**src/rtl/srs_pkg.sv**
```systemverilog
// Shared types and constants for the streaming find-and-replace block.
// Used by srs_win_cell, srs_out_cell and substring_replace_stream_top.
`timescale 1ns / 1ps

package srs_pkg;

  // Default bounds on pattern and replacement length (bytes)
  localparam int MAX_PATTERN_DEF     = 8;
  localparam int MAX_REPLACEMENT_DEF = 8;

  // Configuration register indexes
  typedef enum logic [1:0] {
    REG_PAT_BYTES = 2'd0,
    REG_PAT_LEN   = 2'd1,
    REG_REP_BYTES = 2'd2,
    REG_REP_LEN   = 2'd3
  } srs_reg_e;

  // One result item
  typedef struct packed {
    logic       last;
    logic       vld;
    logic [7:0] data;
  } srs_item_t;

  // Control for one window cell
  typedef struct packed {
    logic sel;    // incoming byte lands in this cell
    logic shift;  // take the neighbor's byte (oldest byte leaves)
    logic en;     // an item is accepted this cycle
  } srs_win_ctl_t;

  // Control for one output buffer cell
  typedef struct packed {
    logic load;   // take an item of the new burst
    logic shift;  // take the neighbor's item (head item taken)
  } srs_out_ctl_t;

endpackage

```
**src/rtl/srs_win_cell.sv**
```systemverilog
// One byte of the match window: holds a text byte, compares it to its pattern byte.
// Depends on srs_pkg.
`timescale 1ns / 1ps

module srs_win_cell (
  input  logic                 clk_i,
  input  logic                 rst_ni,
  input  srs_pkg::srs_win_ctl_t ctl_i,
  input  logic [7:0]           in_byte_i,   // incoming text byte
  input  logic [7:0]           pat_byte_i,  // pattern byte for this position
  input  logic [7:0]           nb_byte_i,   // content of the next younger cell
  output logic [7:0]           cur_byte_o,  // content including this item's byte
  output logic                 eq_o
);

  logic [7:0] byte_q, byte_d;

  // Content as seen by this item
  assign cur_byte_o = ctl_i.sel ? in_byte_i : byte_q;
  assign eq_o       = (cur_byte_o == pat_byte_i);

  // Hold, write or shift down
  always_comb begin
    byte_d = byte_q;
    if (ctl_i.en) begin
      byte_d = ctl_i.shift ? nb_byte_i : cur_byte_o;
    end
  end

  // Clear on reset; the fill count decides which bytes are live
  always_ff @(posedge clk_i or negedge rst_ni) begin
    if (!rst_ni) begin
      byte_q <= '0;
    end else begin
      byte_q <= byte_d;
    end
  end

endmodule

```
**src/rtl/srs_out_cell.sv**
```systemverilog
// One slot of the output burst buffer; slot 0 drives the result channel.
// Depends on srs_pkg.
`timescale 1ns / 1ps

module srs_out_cell (
  input  logic                  clk_i,
  input  srs_pkg::srs_out_ctl_t ctl_i,
  input  srs_pkg::srs_item_t    load_item_i,
  input  srs_pkg::srs_item_t    nb_item_i,
  output srs_pkg::srs_item_t    item_o
);

  srs_pkg::srs_item_t item_q, item_d;

  // Load a new item, advance toward the head, or hold
  always_comb begin
    item_d = item_q;
    if (ctl_i.load) begin
      item_d = load_item_i;
    end else if (ctl_i.shift) begin
      item_d = nb_item_i;
    end
  end

  always_ff @(posedge clk_i) begin
    item_q <= item_d;
  end

  assign item_o = item_q;

endmodule

```
**src/rtl/substring_replace_stream_top.sv**
```systemverilog
// Streaming find-and-replace of non-overlapping pattern occurrences.
// Uses srs_pkg, srs_win_cell (match window) and srs_out_cell (burst buffer).
//
// Usage:
//   Input channel s_axis_*: one text byte per item; tuser flags a valid byte,
//   tlast ends the string and flushes the held bytes.
//   Output channel m_axis_*: one text byte per item; tuser flags a valid
//   byte (clear only on a bare end marker), tlast marks the final item.
//   Configuration: write pattern, lengths and replacement through cfg_*
//   while the block is idle. Writing the pattern length empties the window.
// Each result of an accepted item is registered in the output buffer and offered from slot 0.
// Throughput: one item per cycle while each item yields at most one result
//   and m_axis_tready is high. An item yielding n results (replacement burst
//   or end flush, n up to max(MAX_PATTERN, MAX_REPLACEMENT)) keeps s_axis_tready
//   low until at most one result is buffered; the buffer drains one item per cycle while m_axis_tready is high.
// s_axis_tready is high while at most one result is buffered, so it does
//   not depend on m_axis_tready in the same cycle.
// Reset: window empty, buffer empty (slot contents are not reset); no clearing pass.
// Stall: when the receiver holds m_axis_tready low the buffer fills and
//   input is held off; no result is dropped.
`timescale 1ns / 1ps

module substring_replace_stream_top #(
  parameter int MAX_PATTERN     = srs_pkg::MAX_PATTERN_DEF,
  parameter int MAX_REPLACEMENT = srs_pkg::MAX_REPLACEMENT_DEF
) (
  input  logic        clk_i,
  input  logic        rst_ni,
  // configuration write port
  input  logic        cfg_we_i,
  input  logic [1:0]  cfg_idx_i,
  input  logic [63:0] cfg_wdata_i,
  // input text stream
  input  logic        s_axis_tvalid_i,
  output logic        s_axis_tready_o,
  input  logic [7:0]  s_axis_tdata_i,  // [7:0] text_byte
  input  logic        s_axis_tuser_i,  // [0] has_byte
  input  logic        s_axis_tlast_i,  // end_of_text
  // output text stream
  output logic        m_axis_tvalid_o,
  input  logic        m_axis_tready_i,
  output logic [7:0]  m_axis_tdata_o,  // [7:0] out_byte
  output logic        m_axis_tuser_o,  // [0] byte_valid
  output logic        m_axis_tlast_o   // last_of_text
);

  localparam int PLW   = $clog2(MAX_PATTERN + 1);
  localparam int RLW   = $clog2(MAX_REPLACEMENT + 1);
  localparam int BURST = (MAX_PATTERN > MAX_REPLACEMENT) ? MAX_PATTERN : MAX_REPLACEMENT;
  localparam int BW    = $clog2(BURST + 1);
  localparam int OB    = BURST + 1;
  localparam int CW    = $clog2(OB + 1);

  // Configuration registers
  logic [MAX_PATTERN*8-1:0]     pat_q;
  logic [MAX_REPLACEMENT*8-1:0] rep_q;
  logic [3:0]                   plen_raw_q, rlen_raw_q;

  always_ff @(posedge clk_i or negedge rst_ni) begin
    if (!rst_ni) begin
      pat_q      <= '0;
      rep_q      <= '0;
      plen_raw_q <= '0;
      rlen_raw_q <= '0;
    end else if (cfg_we_i) begin
      unique case (srs_pkg::srs_reg_e'(cfg_idx_i))
        srs_pkg::REG_PAT_BYTES: pat_q      <= cfg_wdata_i[MAX_PATTERN*8-1:0];
        srs_pkg::REG_PAT_LEN:   plen_raw_q <= cfg_wdata_i[3:0];
        srs_pkg::REG_REP_BYTES: rep_q      <= cfg_wdata_i[MAX_REPLACEMENT*8-1:0];
        srs_pkg::REG_REP_LEN:   rlen_raw_q <= cfg_wdata_i[3:0];
        default: ;
      endcase
    end
  end

  // Clamp lengths to the configured bounds
  logic [PLW-1:0] plen;
  logic [RLW-1:0] rlen;
  assign plen = (plen_raw_q > 4'(MAX_PATTERN)) ? PLW'(MAX_PATTERN) : PLW'(plen_raw_q);
  assign rlen = (rlen_raw_q > 4'(MAX_REPLACEMENT)) ? RLW'(MAX_REPLACEMENT)
                                                   : RLW'(rlen_raw_q);

  // Handshakes
  logic [CW-1:0] cnt_q, cnt_d;
  logic          acc, pop, has, eot;

  assign s_axis_tready_o = (cnt_q <= CW'(1));
  assign acc = s_axis_tvalid_i & s_axis_tready_o;
  assign m_axis_tvalid_o = (cnt_q != '0);
  assign pop = m_axis_tvalid_o & m_axis_tready_i;
  assign has = s_axis_tuser_i;
  assign eot = s_axis_tlast_i;

  // Window fill and cell row
  logic [PLW-1:0]   fill_q, fill_d, fill_n;
  logic [7:0]       wcur [MAX_PATTERN];
  logic [MAX_PATTERN-1:0] eq, in_use;
  logic             full, match, rep, mis;

  assign fill_n = fill_q + PLW'(has && (plen != '0));
  assign full   = has && (plen != '0) && (fill_n == plen);
  assign match  = &(eq | ~in_use);
  assign rep    = full && match;
  assign mis    = full && !match;

  for (genvar i = 0; i < MAX_PATTERN; i++) begin : g_win
    srs_pkg::srs_win_ctl_t wctl;
    logic [7:0]            nb;

    assign in_use[i]  = (PLW'(i) < plen);
    assign wctl.sel   = has && (fill_q == PLW'(i));
    assign wctl.shift = mis;
    assign wctl.en    = acc;

    if (i < MAX_PATTERN - 1) begin : g_nb
      assign nb = wcur[i+1];
    end else begin : g_end
      assign nb = 8'h00;
    end

    srs_win_cell u_cell (
      .clk_i      (clk_i),
      .rst_ni     (rst_ni),
      .ctl_i      (wctl),
      .in_byte_i  (s_axis_tdata_i),
      .pat_byte_i (pat_q[8*i +: 8]),
      .nb_byte_i  (nb),
      .cur_byte_o (wcur[i]),
      .eq_o       (eq[i])
    );
  end

  // Next window fill
  always_comb begin
    fill_d = fill_q;
    if (cfg_we_i && (srs_pkg::srs_reg_e'(cfg_idx_i) == srs_pkg::REG_PAT_LEN)) begin
      fill_d = '0;
    end else if (acc) begin
      if (eot || rep || (plen == '0)) begin
        fill_d = '0;
      end else if (mis) begin
        fill_d = plen - PLW'(1);
      end else begin
        fill_d = fill_n;
      end
    end
  end

  always_ff @(posedge clk_i or negedge rst_ni) begin
    if (!rst_ni) begin
      fill_q <= '0;
    end else begin
      fill_q <= fill_d;
    end
  end

  // Burst of results caused by this item
  logic [PLW-1:0] emit;
  logic [BW-1:0]  n_raw, n;
  logic           marker;
  srs_pkg::srs_item_t burst [BURST];

  always_comb begin
    if (plen == '0) begin
      emit = PLW'(has);
    end else if (eot) begin
      emit = fill_n;
    end else begin
      emit = PLW'(mis);
    end
  end

  assign n_raw  = rep ? BW'(rlen) : BW'(emit);
  assign marker = eot && (n_raw == '0);
  assign n      = marker ? BW'(1) : n_raw;

  for (genvar j = 0; j < BURST; j++) begin : g_burst
    logic [7:0] rbyte, wbyte;

    if (j < MAX_REPLACEMENT) begin : g_r
      assign rbyte = rep_q[8*j +: 8];
    end else begin : g_rz
      assign rbyte = 8'h00;
    end
    if (j < MAX_PATTERN) begin : g_w
      assign wbyte = wcur[j];
    end else begin : g_wz
      assign wbyte = 8'h00;
    end

    assign burst[j].data = marker ? 8'h00 : (rep ? rbyte : wbyte);
    assign burst[j].vld  = !marker;
    assign burst[j].last = eot && (BW'(j) == n - BW'(1));
  end

  // Output burst buffer: load behind the item still waiting, drain from slot 0
  logic               base1;
  srs_pkg::srs_item_t ob [OB];

  assign base1 = (cnt_q == CW'(1)) && !pop;

  for (genvar k = 0; k < OB; k++) begin : g_out
    srs_pkg::srs_out_ctl_t octl;
    srs_pkg::srs_item_t    ld_item, nb_item;
    logic                  ld0, ld1;

    if (k < BURST) begin : g_l0
      assign ld0 = (n > BW'(k));
    end else begin : g_l0z
      assign ld0 = 1'b0;
    end
    if (k >= 1) begin : g_l1
      assign ld1 = (n > BW'(k - 1));
    end else begin : g_l1z
      assign ld1 = 1'b0;
    end

    if (k >= 1 && k < BURST) begin : g_sel
      assign ld_item = base1 ? burst[k-1] : burst[k];
    end else if (k >= 1) begin : g_selb
      assign ld_item = burst[k-1];
    end else begin : g_sela
      assign ld_item = burst[k];
    end

    if (k < OB - 1) begin : g_nb
      assign nb_item = ob[k+1];
    end else begin : g_nbz
      assign nb_item = '0;
    end

    assign octl.load  = acc && (base1 ? ld1 : ld0);
    assign octl.shift = pop;

    srs_out_cell u_slot (
      .clk_i       (clk_i),
      .ctl_i       (octl),
      .load_item_i (ld_item),
      .nb_item_i   (nb_item),
      .item_o      (ob[k])
    );
  end

  // Buffer occupancy
  assign cnt_d = cnt_q - CW'(pop) + (acc ? CW'(n) : CW'(0));

  always_ff @(posedge clk_i or negedge rst_ni) begin
    if (!rst_ni) begin
      cnt_q <= '0;
    end else begin
      cnt_q <= cnt_d;
    end
  end

  assign m_axis_tdata_o = ob[0].data;
  assign m_axis_tuser_o = ob[0].vld;
  assign m_axis_tlast_o = ob[0].last;

  // Buffer never holds more than its slots
  a_cnt_bound: assert property (@(posedge clk_i) disable iff (!rst_ni)
    cnt_q <= CW'(OB))
    else $error("output buffer overflow");

  // Window never holds a full pattern between items
  a_fill_bound: assert property (@(posedge clk_i) disable iff (!rst_ni)
    (fill_q == '0) || (fill_q < plen))
    else $error("window fill out of range");

  // End of text empties the window
  a_flush: assert property (@(posedge clk_i) disable iff (!rst_ni)
    acc && s_axis_tlast_i |=> fill_q == '0)
    else $error("window not empty after end of text");

  // A bare end marker is always the final item
  a_marker: assert property (@(posedge clk_i) disable iff (!rst_ni)
    m_axis_tvalid_o && !m_axis_tuser_o |-> m_axis_tlast_o)
    else $error("end marker without last flag");

endmodule
```
**config.mk**
```make
export PLATFORM = sky130hd
export DESIGN_NAME = substring_replace_stream_top
export DESIGN_NICKNAME = d
export VERILOG_FILES = /design/src/rtl/srs_pkg.sv /design/src/rtl/srs_win_cell.sv /design/src/rtl/srs_out_cell.sv /design/src/rtl/substring_replace_stream_top.sv
export SDC_FILE = /design/constraint.sdc
export NUM_CORES = 1
export LEC_CHECK = 0
export CAP_MARGIN = 20
export CORE_UTILIZATION = 62
export CTS_CLUSTER_SIZE = 25
export DETAILED_ROUTE_END_ITERATION = 6
export DONT_BUFFER_PORTS = 1
export PLACE_DENSITY = 0.78
export SLEW_MARGIN = 20
export SYNTH_ARGS = -nofsm -noshare
export SYNTH_HDL_FRONTEND = slang
export SYNTH_SLANG_ARGS = --single-unit
```
**constraint.sdc**
```tcl
create_clock -name clk_i -period 12.75 [get_ports clk_i]
set_clock_uncertainty 0.1 [all_clocks]
set_input_delay 1.9125 -clock clk_i [delete_from_list [all_inputs] [get_ports clk_i]]
set_output_delay 1.9125 -clock clk_i [all_outputs]
set_load 0.02 [all_outputs]
```
==> reports/results.txt <==
Outcome = finished with violations
Violated checks = design-rule violations
CP Cell Sequence = nand3b_1, nor2_1, mux2i_1, a222oi_1, nor4b_1, a211oi_1, nor3_1, nand3_4, mux2i_1, nand2_1, nor2_1, o21ai_0, ha_1, inv_1, ha_1, a21o_1, a21oi_1, xnor2_1, xnor2_1
Detailed-route wire length per cell = 23.5 um
Yosys synthesis warning count = 0
Final max-slew violation count = 0
# rows = 59
Total of max-cap violations = 0
Actual transition at the worst max-transition pin = 1.04 ns
Initial core utilization = 63.3%
Top flip-flop cell by instance count after synthesis = sky130_fd_sc_hd__dfrtp_1
Flops & latches, synth = 298
Total global routing track utilization = 33.7%
Residual DRC = 20
Port Buf Inserts = 0
Leakage power of the design = 7.57 nW
Post-Route Utilization = 68.1%
I/O pins = 93
Clk sink count = 298
Category of the worst setup path launch point = input port
Largest stage delay on the critical path = 0.85 ns
Seq/Total Area, Yosys = 47.8%
HPWL after detailed placement = 32,100 um
Path type of the worst setup path = in2reg
Max_slew headroom = 30.4%
Final Hold Violating Endpoints = 0
Yosys cell types = 80
TritonCTS clock tree = yes
GPL Wtd Cong = 0.979
Die boundary height = 165 um
Post-Place Cells = 1,888
Worst endpoint required time = 13.08 ns
Post-synth EDFFs = 90
Number of antenna violations at the first check in global routing = 0
Initial DRT Pass Iterations = 7
Syn Inst Count = 1,644
Diode count = 0
Dominant cells by area after synthesis = sky130_fd_sc_hd__dfrtp_1 31%, sky130_fd_sc_hd__edfxtp_1 16%, sky130_fd_sc_hd__mux2_2 11%, sky130_fd_sc_hd__mux2i_1 5.7%, sky130_fd_sc_hd__o21ai_0 5.5%
Routed met1 length = 18,600 um
Fraction of registers with async set/reset = 69.8%
Number of global-route vias before repair = 12,000
Fraction of final layout cells sized beyond drive strength 1 = 15.8%
Area of the placeable core = 26,100 sq um
R2R setup slack = 6.04 ns
Largest fanout on the critical path = 39
Initial DRC count = 1,389
Maximum level of the CTS H-tree = 2
Total overflow reported by the global router = 0
Area of combinational cells with multiple inputs = 8010 sq um
Post CTS Setup Buffer Count = 0
Area Growth Syn to Fin = 7.49%
Post-Synthesis Mean Instance Area = 10.1 sq um
Share of the synthesized area in the top cell type = 31.4%
Routed met2 length = 20,500 um
Layout filler cell count = 1,964
Buffers and inverters on the worst path = 1
Worst min path class = reg2reg
Worst-case clock buffer depth = 3
Setup violators final = 0
Net count reported at finish = 1,682
Library cell contributing the largest single delay on the critical path = sky130_fd_sc_hd__nor2_1
Post-CTS Resized = 0
Launch point of the critical path = s_axis_tuser_i
Crit path time final = 7.53 ns
Via density = 6.50
Overall die area = 27,400 sq um
Arrival @ worst endpoint = 7.86 ns
Number of antenna-violating nets in the routed design = 0
HP Start = g_win[3].u_cell.byte_q[5]
Maximum operating frequency = 0.133 GHz
Power density normalized to cell area = 171 nW/um^2
First-pass GRT wire length = 69,000 um
Sum of negative setup slack = 0 ns
Peak supply drop = 0.000134 V
Total routed wirelength = 45,700 um
Total nets after synthesis = 1,737
Detailed route wirelength on metal3 = 3760 um
Share of the clock period used by the worst path after layout = 59.1%
Clk pin slew, worst setup/hold paths = 0.06 ns
Insertion delay to the later sink of the worst-skew pair = 0.51 ns
Die extent in x = 165 um
Post-Layout Cell Count = 1,946
Largest area contributor in the netlist = sky130_fd_sc_hd__dfrtp_1
Pin count of the biggest net entering global routing = 209
Detailed-route via count = 12,600
Kind of end point of the critical path = register
Cell family contributing the most delay on the critical path = simple AND/OR/NAND/NOR gates
CTS Buf Count = 34
Uppermost signal routing layer after detailed routing = met4
Sequential cell area in the final layout = 7910 sq um
Clock root buffer = sky130_fd_sc_hd__clkbuf_16
Reg2Reg Launch Point = fill_q[3]
Post-synthesis instance area = 16,600 sq um
Hold buffer count at cts = 0
RSZ-0062 raised after global routing = false
[registers in the layout, summed over array words and instances (netlist names)]
signal               count
pat_q                   64
rlen_raw_q               4
g_out.u_slot.item_o     90
g_win.u_cell.byte_q     64
fill_q                   4
plen_raw_q               4
rep_q                   64
cnt_q                    4
[final timing paths]
kind / endpoint / cells past startpoint
setup / recovery: cnt_q[3] / 19
hold reg to reg: g_win[3].u_cell.byte_q[5] / 2
hold / removal: g_win[3].u_cell.byte_q[5] / 2
min in group asynchronous: rep_q[12] / 0
setup reg to reg: cnt_q[3] / 19
max in group asynchronous: cnt_q[0] / 0
[cell usage after synthesis (all sizes together), types with 3 or more instances]
cell type  instances
dfrtp            208
nand2            191
o21ai            189
mux2             167
nor2             135
mux2i             94
edfxtp            90
clkbuf            80
inv               72
a21oi             66
o31ai             38
xor2              37
xnor2             30
nand3             27
buf               26
nor3              24
a222oi            18
nand2b            15
o211ai            13
ha                11
o22ai              9
a21o               8
o2bb2ai            7
and3               6
nand4              6
nor2b              6
nor4               6
nor4b              5
and2               4
nand3b             4
nor3b              4
or2                4
or3                4
a211oi             3
a22oi              3
nand4b             3
o311ai             3
[cell type report]
type	count	area share, %
multi-input combinational	1168	45.0
sequential	298	44.4
clock buffer	50	5.53
tap	335	2.36
inverter	72	1.52
timing repair buffer	15	0.633
clock inverter	8	0.520
[per-layer routing]
layer / vias up / GRT usage [%]
met5: - / 0
met4: 0 / 19.0
met3: 127 / 5.00
met2: 607 / 52.4
met1: 6151 / 45.4
li1: 5760 / -
[worst reg2reg max path, delay by kind of cell, from the launching register on]
family | cells | cell delay (ns)
AND/OR/NAND/NOR | 7 | 3.36
buffers and inverters | 1 | 0.08
AO/OA/AOI/OAI | 5 | 1.04
flip-flops | 1 | 0.45
adder cells (fa/ha/maj) | 2 | 0.46
XOR/XNOR | 2 | 0.29
multiplexers | 2 | 0.85
[stage by stage]
stage	worst slack, ns	instance area (sq um)	total power [mW]	hold WS (ns)
after floorplan	6.62	16600	1.86	0.344
after global placement	4.93	16700	2.06	0.361
after detailed placement	4.67	16700	2.09	0.365
after CTS	5.19	17800	3.04	0.379
after global routing	4.77	17800	3.18	0.397
final	5.22	17800	3.04	0.376
[placed cells by master (no fill, tap or decap), types with 5 or more instances in the layout]
cell and n:
sky130_fd_sc_hd__edfxtp_1 90, sky130_fd_sc_hd__o31ai_1 37, sky130_fd_sc_hd__mux2_2 161, sky130_fd_sc_hd__nand2b_1 15, sky130_fd_sc_hd__a222oi_1 18, sky130_fd_sc_hd__nor4_1 6, sky130_fd_sc_hd__dfrtp_1 208, sky130_fd_sc_hd__clkbuf_1 11
sky130_fd_sc_hd__o22ai_1 9, sky130_fd_sc_hd__nor3_1 22, sky130_fd_sc_hd__o211ai_1 12, sky130_fd_sc_hd__mux2i_1 94, sky130_fd_sc_hd__nand2_1 188, sky130_fd_sc_hd__and3_1 6, sky130_fd_sc_hd__xor2_1 37, sky130_fd_sc_hd__ha_1 11
sky130_fd_sc_hd__nor2b_1 6, sky130_fd_sc_hd__a21oi_1 63, sky130_fd_sc_hd__nand4_1 6, sky130_fd_sc_hd__o21ai_0 182, sky130_fd_sc_hd__inv_1 72, sky130_fd_sc_hd__nand3_1 25, sky130_fd_sc_hd__nor4b_1 5, sky130_fd_sc_hd__a21o_1 8
sky130_fd_sc_hd__xnor2_1 30, sky130_fd_sc_hd__clkbuf_16 36, sky130_fd_sc_hd__o2bb2ai_1 7, sky130_fd_sc_hd__nor2_1 131, sky130_fd_sc_hd__buf_4 15
[kinds of logic (layout without fill, tap and decap cells)]
kind of cell	after synthesis	after routing	share of synthesized area, %
AND/OR/NAND/NOR	450	450	12.2
AO/OA/AOI/OAI	378	378	14.0
flip-flops	298	298	47.8
multiplexers	261	261	17.1
buffers and inverters	178	145	4.35
XOR/XNOR	67	67	3.54
adder cells (fa/ha/maj)	12	12	0.952
[power by group]
group / total, mW / internal, mW / switching (mW)
Clock: 0.952 / 0.574 / 0.378
Combinational: 0.757 / 0.296 / 0.460
Sequential: 1.33 / 1.19 / 0.140
No activity file was read; power rests on OpenSTA's default activity.
